--- src/design/fcrs_pkg.sv ---
// Package for the fog color and range slew core.
// Holds field widths, item kind codes, the roll-out range constant and the result type.
// No dependencies.
package fcrs_pkg;

	localparam int COLOR_W = 16;
	localparam int RANGE_W = 24;
	localparam int RATE_W  = 24;
	localparam int NRATE_W = 23;
	localparam int DT_W    = 16;
	localparam int MODE_W  = 3;
	localparam int KIND_W  = 3;
	localparam int IN_W    = 192;
	localparam int OUT_W   = 104;

	// 4096.0 in signed Q15.8
	localparam logic signed [RANGE_W-1:0] ROLL_OUT_RANGE = 24'sh100000;

	typedef enum logic [KIND_W-1:0] {
		KIND_TICK     = 3'd0,
		KIND_FADE     = 3'd1,
		KIND_EXPLICIT = 3'd2,
		KIND_ROLL_OUT = 3'd3,
		KIND_DISABLE  = 3'd4
	} kind_t;

	// one result item: the current values after a request
	typedef struct packed {
		logic [MODE_W-1:0]         mode;
		logic signed [RANGE_W-1:0] far_v;
		logic signed [RANGE_W-1:0] near_v;
		logic [COLOR_W-1:0]        blue;
		logic [COLOR_W-1:0]        green;
		logic [COLOR_W-1:0]        red;
	} res_t;

endpackage

--- src/design/fcrs_lane.sv ---
// One slew lane: step = (rate * dt) >> 16, then move the current value toward its goal.
// Depends on fcrs_pkg for the rate and dt widths.
module fcrs_lane import fcrs_pkg::*; #(
	parameter int VAL_W     = 16,
	parameter bit IS_SIGNED = 1'b0
) (
	input  logic [VAL_W-1:0]  now_v,
	input  logic [VAL_W-1:0]  goal,
	input  logic [RATE_W-1:0] rate,
	input  logic [DT_W-1:0]   dt,
	output logic [VAL_W-1:0]  next_v
);

	localparam int X_W  = VAL_W + 2;
	localparam int P_W  = RATE_W + DT_W;
	localparam int S_W  = P_W - 16;
	localparam int CM_W = (X_W > S_W) ? X_W : S_W;

	logic [P_W-1:0]        prod;
	logic [S_W-1:0]        step;
	logic signed [X_W-1:0] now_x;
	logic signed [X_W-1:0] goal_x;
	logic signed [X_W-1:0] diff;
	logic [X_W-1:0]        mag;
	logic [CM_W-1:0]       mag_c;
	logic [CM_W-1:0]       step_c;
	logic [X_W-1:0]        step_x;

	// step size for this tick
	assign prod = P_W'(rate) * P_W'(dt);
	assign step = prod[P_W-1:16];

	// distance to goal, widened so it cannot wrap
	assign now_x  = {{2{IS_SIGNED & now_v[VAL_W-1]}}, now_v};
	assign goal_x = {{2{IS_SIGNED & goal[VAL_W-1]}}, goal};
	assign diff   = goal_x - now_x;
	assign mag    = diff[X_W-1] ? X_W'(-diff) : X_W'(diff);

	assign mag_c  = CM_W'(mag);
	assign step_c = CM_W'(step);
	assign step_x = step_c[X_W-1:0];

	// snap when within one step, else move by one step (step < mag here, no overshoot)
	always_comb begin
		if (mag_c <= step_c) begin
			next_v = goal;
		end else if (diff[X_W-1]) begin
			next_v = now_v - step_x[VAL_W-1:0];
		end else begin
			next_v = now_v + step_x[VAL_W-1:0];
		end
	end

endmodule

--- src/design/fcrs_outq.sv ---
// Two-entry result queue between the state update and the result channel.
// Depends on fcrs_pkg for the result type.
module fcrs_outq import fcrs_pkg::*; (
	input  logic clk,
	input  logic arst_n,
	input  logic push,
	input  res_t push_data,
	input  logic pop,
	output logic full,
	output logic valid,
	output res_t head
);

	res_t       ent_q [2];
	logic       wr_q;
	logic       rd_q;
	logic [1:0] cnt_q;

	assign full  = cnt_q[1];
	assign valid = cnt_q != 2'd0;
	assign head  = ent_q[rd_q];

	// pointers and fill count
	always_ff @(posedge clk or negedge arst_n) begin
		if (!arst_n) begin
			wr_q  <= 1'b0;
			rd_q  <= 1'b0;
			cnt_q <= 2'd0;
		end else begin
			if (push) wr_q <= ~wr_q;
			if (pop)  rd_q <= ~rd_q;
			case ({push, pop})
				2'b10:   cnt_q <= cnt_q + 2'd1;
				2'b01:   cnt_q <= cnt_q - 2'd1;
				default: cnt_q <= cnt_q;
			endcase
		end
	end

	// entry storage
	always_ff @(posedge clk) begin
		if (push) ent_q[wr_q] <= push_data;
	end

endmodule

--- src/design/fog_color_range_slew_core.sv ---
// Top level of the fog color and range slew core.
// Depends on fcrs_pkg, fcrs_lane and fcrs_outq.
//
// Usage:
//   Requests enter on the s_ group (tvalid/tready/tdata/tuser); tuser carries
//   the request kind (tick, fade, explicit set, roll out, disable).
//   Every request yields exactly one result on the m_ group: the current
//   color, near and far range and fog mode after that request.
//   Each result enters the result queue as its request is accepted.
//   Throughput: one request per cycle while the result queue is not full. Five
//   slew lanes (three color, two range) each with its own rate*dt multiplier
//   update the state in the accept cycle, so the next request sees it at once.
//   Results wait in a two-entry queue; s_tready drops only while that queue
//   is full, so a stalled receiver holds back new requests after two results.
//   Reset clears all current values, goals, rates and the mode (fog off) and
//   empties the result queue.
module fog_color_range_slew_core import fcrs_pkg::*; (
	input  logic              clk,
	input  logic              arst_n,
	input  logic              s_tvalid,
	output logic              s_tready,
	// dt, red_in, green_in, blue_in, near_in, far_in, colour_rate_in,
	// near_rate_in, far_rate_in, mode_in (lowest first), zero padded
	input  logic [IN_W-1:0]   s_tdata,
	// kind
	input  logic [KIND_W-1:0] s_tuser,
	output logic              m_tvalid,
	input  logic              m_tready,
	// red_out, green_out, blue_out, near_out, far_out, mode_out (lowest first), zero padded
	output logic [OUT_W-1:0]  m_tdata
);

	// state
	logic [COLOR_W-1:0] col_now_q  [3];
	logic [COLOR_W-1:0] col_goal_q [3];
	logic [RANGE_W-1:0] rng_now_q  [2];
	logic [RANGE_W-1:0] rng_goal_q [2];
	logic [RATE_W-1:0]  col_rate_q;
	logic [RATE_W-1:0]  rng_rate_q [2];
	logic [MODE_W-1:0]  mode_q;

	logic [COLOR_W-1:0] col_now_n  [3];
	logic [COLOR_W-1:0] col_goal_n [3];
	logic [RANGE_W-1:0] rng_now_n  [2];
	logic [RANGE_W-1:0] rng_goal_n [2];
	logic [RATE_W-1:0]  col_rate_n;
	logic [RATE_W-1:0]  rng_rate_n [2];
	logic [MODE_W-1:0]  mode_n;

	logic [COLOR_W-1:0] col_slew [3];
	logic [RANGE_W-1:0] rng_slew [2];

	// request fields
	logic [DT_W-1:0]    dt;
	logic [COLOR_W-1:0] col_in [3];
	logic [RANGE_W-1:0] near_in;
	logic [RANGE_W-1:0] far_in;
	logic [RATE_W-1:0]  crate_in;
	logic [NRATE_W-1:0] nrate_in;
	logic [NRATE_W-1:0] frate_in;
	logic [MODE_W-1:0]  mode_in;

	logic accept;
	logic q_full;
	res_t res;
	res_t head;

	assign dt        = s_tdata[15:0];
	assign col_in[0] = s_tdata[31:16];
	assign col_in[1] = s_tdata[47:32];
	assign col_in[2] = s_tdata[63:48];
	assign near_in   = s_tdata[87:64];
	assign far_in    = s_tdata[111:88];
	assign crate_in  = s_tdata[135:112];
	assign nrate_in  = s_tdata[158:136];
	assign frate_in  = s_tdata[181:159];
	assign mode_in   = s_tdata[184:182];

	assign s_tready = ~q_full;
	assign accept   = s_tvalid & s_tready;

	// color lanes
	for (genvar i = 0; i < 3; i++) begin : g_col
		fcrs_lane #(.VAL_W(COLOR_W), .IS_SIGNED(1'b0)) u_lane (
			.now_v  (col_now_q[i]),
			.goal   (col_goal_q[i]),
			.rate   (col_rate_q),
			.dt     (dt),
			.next_v (col_slew[i])
		);
	end

	// range lanes
	for (genvar i = 0; i < 2; i++) begin : g_rng
		fcrs_lane #(.VAL_W(RANGE_W), .IS_SIGNED(1'b1)) u_lane (
			.now_v  (rng_now_q[i]),
			.goal   (rng_goal_q[i]),
			.rate   (rng_rate_q[i]),
			.dt     (dt),
			.next_v (rng_slew[i])
		);
	end

	// next state by request kind
	always_comb begin
		col_now_n  = col_now_q;
		col_goal_n = col_goal_q;
		rng_now_n  = rng_now_q;
		rng_goal_n = rng_goal_q;
		col_rate_n = col_rate_q;
		rng_rate_n = rng_rate_q;
		mode_n     = mode_q;
		case (s_tuser)
			KIND_TICK: begin
				if (mode_q != '0) begin
					col_now_n = col_slew;
					rng_now_n = rng_slew;
				end
			end
			KIND_FADE: begin
				if (mode_q == '0) begin
					col_now_n    = col_in;
					rng_now_n[0] = far_in;
					rng_now_n[1] = far_in;
				end
				col_goal_n    = col_in;
				rng_goal_n[0] = near_in;
				rng_goal_n[1] = far_in;
				mode_n        = mode_in;
				col_rate_n    = crate_in;
				rng_rate_n[0] = RATE_W'(nrate_in);
				rng_rate_n[1] = RATE_W'(frate_in);
			end
			KIND_EXPLICIT: begin
				mode_n        = mode_in;
				col_now_n     = col_in;
				col_goal_n    = col_in;
				rng_now_n[0]  = near_in;
				rng_now_n[1]  = far_in;
				rng_goal_n[0] = near_in;
				rng_goal_n[1] = far_in;
			end
			KIND_ROLL_OUT: begin
				rng_rate_n[0] = RATE_W'(nrate_in);
				rng_rate_n[1] = {nrate_in, 1'b0};
				rng_goal_n[0] = ROLL_OUT_RANGE;
				rng_goal_n[1] = ROLL_OUT_RANGE;
				col_rate_n    = crate_in;
				col_goal_n    = col_in;
			end
			KIND_DISABLE: mode_n = '0;
			default: ;
		endcase
	end

	// state registers
	always_ff @(posedge clk or negedge arst_n) begin
		if (!arst_n) begin
			for (int i = 0; i < 3; i++) begin
				col_now_q[i]  <= '0;
				col_goal_q[i] <= '0;
			end
			for (int i = 0; i < 2; i++) begin
				rng_now_q[i]  <= '0;
				rng_goal_q[i] <= '0;
				rng_rate_q[i] <= '0;
			end
			col_rate_q <= '0;
			mode_q     <= '0;
		end else if (accept) begin
			col_now_q  <= col_now_n;
			col_goal_q <= col_goal_n;
			rng_now_q  <= rng_now_n;
			rng_goal_q <= rng_goal_n;
			col_rate_q <= col_rate_n;
			rng_rate_q <= rng_rate_n;
			mode_q     <= mode_n;
		end
	end

	// merge lane results into one result item
	assign res.red    = col_now_n[0];
	assign res.green  = col_now_n[1];
	assign res.blue   = col_now_n[2];
	assign res.near_v = rng_now_n[0];
	assign res.far_v  = rng_now_n[1];
	assign res.mode   = mode_n;

	fcrs_outq u_outq (
		.clk       (clk),
		.arst_n    (arst_n),
		.push      (accept),
		.push_data (res),
		.pop       (m_tvalid & m_tready),
		.full      (q_full),
		.valid     (m_tvalid),
		.head      (head)
	);

	assign m_tdata = {5'd0, head};

endmodule

--- config.mk ---
export PLATFORM = sky130hd
export DESIGN_NAME = fog_color_range_slew_core
export DESIGN_NICKNAME = d
export VERILOG_FILES = /design/src/design/fcrs_pkg.sv /design/src/design/fcrs_lane.sv /design/src/design/fcrs_outq.sv /design/src/design/fog_color_range_slew_core.sv
export SDC_FILE = /design/constraint.sdc
export NUM_CORES = 2
export LEC_CHECK = 0
export BUFFER_PORTS_ARGS = -buffer_cell sky130_fd_sc_hd__buf_2
export CORE_MARGIN = 4
export CORE_UTILIZATION = 66
export CTS_CLUSTER_DIAMETER = 60
export DETAILED_ROUTE_END_ITERATION = 8
export PLACE_DENSITY = 0.84
export SKIP_LAST_GASP = 1
export SYNTH_ARGS = -nofsm -noshare
export SYNTH_HDL_FRONTEND = slang
export SYNTH_HIERARCHICAL = 1
export SYNTH_SLANG_ARGS = --single-unit
--- constraint.sdc ---
create_clock -name clk -period 12 [get_ports clk]
set_input_delay 1.8 -clock clk [delete_from_list [all_inputs] [get_ports clk]]
set_output_delay 1.8 -clock clk [all_outputs]
set_load 0.01 [all_outputs]
==> results_dict.tcl <==
set metrics [dict create \
    dr.pass1.iters 8 \
    cts_resized 0 \
    cts_tree "done" \
    worst_pin_slew_ns 1.25 \
    synth_edf_count 198 \
    cts_hold_buf 0 \
    worstSetupPathType "in2reg" \
    syn_avg_cell_area_um2 9.22 \
    ant_nets 0 \
    post_drt_wl_per_cell_um 22.0 \
    drc_errors 0 \
    gr-total-overflow 0 \
    die_area_um2 151000 \
    start_util 0.666 \
    fin_crit_sh 0.949 \
    cts_buffers 60 \
    fmax_ghz 0.0878 \
    hpwl_mm 209 \
    grt.total_usage 0.370 \
    ys.flop_type "dfrtp_1" \
    grt_pass1_wl_mm 445 \
    place_congestion 0.966 \
    synth-seq-area-share 0.133 \
    fin_cells 12600 \
    ys_seq_elements 468 \
    drive_above_1_share 0.102 \
    endpoint_kind "flip-flop" \
    cts_setup_buffers 0 \
    hold_path.class "reg2reg" \
    die_x_um 389 \
    area_delta_synth_final_pct 6.98 \
    clock_path_buffers 3 \
    dp_cells 12500 \
    grt_max_degree 150 \
    period_minus_slack_ns 11.39 \
    vias_per_cell 6.13 \
    rsz0062_at_grt "false" \
    ios 305 \
    cp_slowest_cell "fa_1" \
    async_reset_ff_frac 0.577 \
    cts.sinks 468 \
    cts_root_buffer "clkbuf_16" \
    htree_levels 2 \
    final_common_cell "inv_1" \
    grt_pass1_vias 83400 \
    setup_viol 0 \
    vias 77200 \
    synthesis.area_um2 95800 \
    start_kind "input port" \
    drv_slew 0 \
    critPathMaxFanout 59 \
    drtIter0Drc 6817 \
    antenna_found_initial 22 \
    crit_top_cell "fa_1" \
    cap_violations 0 \
    wirelength_mm 277 \
    die_h_um 389 \
    status "finished, final reports clean" \
    final_hold_viol_count 0 \
    yosysUniqueCellTypes 124 \
    yosys_warnings 6 \
    clk_pin_slew_worst_paths_ns 0.06 \
    fin_util 0.712 \
    num_rows 139 \
    hold-worst-slack_ns 0.501 \
    syn_inst 10400 \
    arrival_ns 11.79 \
    fin_worst_skew_ns 0.0541 \
    setup-tns-final_ns 0 \
    max_stage_delay_ns 0.57 \
    nets 13200 \
    relSlewSlack 0.167 \
    final_cell_mix "1931 x inv_1, 1535 x fa_1, 1469 x nand2_1" \
    crit_required_ns 12.40 \
    core_um2 144000 \
    port_buffers 292 \
    clk_latency_ns 0.71 \
]
[layer usage]
| metal | part of all wire | global-route usage | up-vias |
|---|---|---|---|
| li1 | - | - | 33500 |
| met1 | 0.37 | 0.477 | 38400 |
| met2 | 0.45 | 0.583 | 4323 |
| met3 | 0.12 | 0.107 | 947 |
| met4 | 0.052 | 0.170 | 12 |
| met5 | 0.00030 | 0 | - |
[sequential cells by signal, indices dropped and copies added, names as in the netlist]
| register | count |
|---|---|
| rng_goal_q | 48 |
| rng_rate_q | 47 |
| u_outq/cnt_q | 2 |
| u_outq/rd_q | 1 |
| u_outq/wr_q | 1 |
| u_outq/ent_q | 198 |
| col_goal_q | 48 |
| col_rate_q | 24 |
| mode_q | 3 |
| col_now_q | 48 |
| rng_now_q | 48 |
[worst max-delay path: cells and delay by family]
| kind | cells | cell delay [ns] |
|---|---|---|
| fa+ha+maj | 8 | 3.69 |
| compound gates | 9 | 2.42 |
| simple gates | 10 | 2.13 |
| buf+inv | 7 | 1.25 |
| xor+xnor | 2 | 0.39 |
[cells by family after synthesis]
group	count (synthesis)	synth area share
simple gates	2997	0.152
other cells	4	0.000157
mux	303	0.0414
fa+ha+maj	2380	0.431
xor+xnor	438	0.0411
compound gates	1425	0.105
buf+inv	2373	0.0972
flops	468	0.133
[cell type report]
| type | instances | area [um2] |
|---|---|---|
| antenna | 19 | 47.5 |
| clock buffer | 73 | 1590 |
| clock inverter | 39 | 467 |
| fill | 10300 | 41400 |
| inverter | 1931 | 7250 |
| multi-input combinational | 7558 | 73900 |
| sequential | 468 | 12700 |
| tap | 1903 | 2380 |
| timing repair buffer | 598 | 4130 |
[path summary, 6_finish.rpt]
kind / from / end / slack [ns] / cells after the start
worst max-delay path: s_tdata[1] / u_outq/ent_q[1][47] / 0.61 / 36
worst min-delay path: rng_goal_q[24] / rng_goal_q[24] / 0.50 / 2
worst max register to register: col_rate_q[6] / u_outq/ent_q[0][31] / 1.15 / 33
worst min register to register: rng_goal_q[24] / rng_goal_q[24] / 0.50 / 2
max in group asynchronous: arst_n / col_rate_q[11] / 9.47 / 2
min in group asynchronous: arst_n / rng_goal_q[36] / 1.04 / 1
[through the flow]
step	setup slack, ns	area, um2
after floorplan	1.25	95800
after global placement	0.224	100000
after detailed placement	0.0890	100000
after CTS	0.770	102000
after global routing	0.149	102000
final	0.611	102000
[cell usage after synthesis (46+ instances only)]
cell type,count,area (um2)
a21o_1,219,1640
a21oi_1,290,1450
a22o_1,169,1480
a31oi_1,55,344
and2_1,770,4820
and3_1,62,388
clkbuf_1,351,1320
dfrtp_1,270,6760
edfxtp_1,198,5950
fa_1,1535,30700
ha_1,845,10600
inv_1,1931,7250
mux2_2,114,1280
mux2_4,154,2310
nand2_1,1471,5520
nand2b_1,46,288
nand3_1,84,420
nand4_1,64,400
nor2_1,225,845
nor3_1,82,410
o21a_1,52,390
o21ai_0,230,1150
xnor2_1,282,2470
xor2_1,148,1300
Power is left out: the tool's default activity adds up to more than one toggle a clock period on the data nets, which glitch-free logic cannot reach.
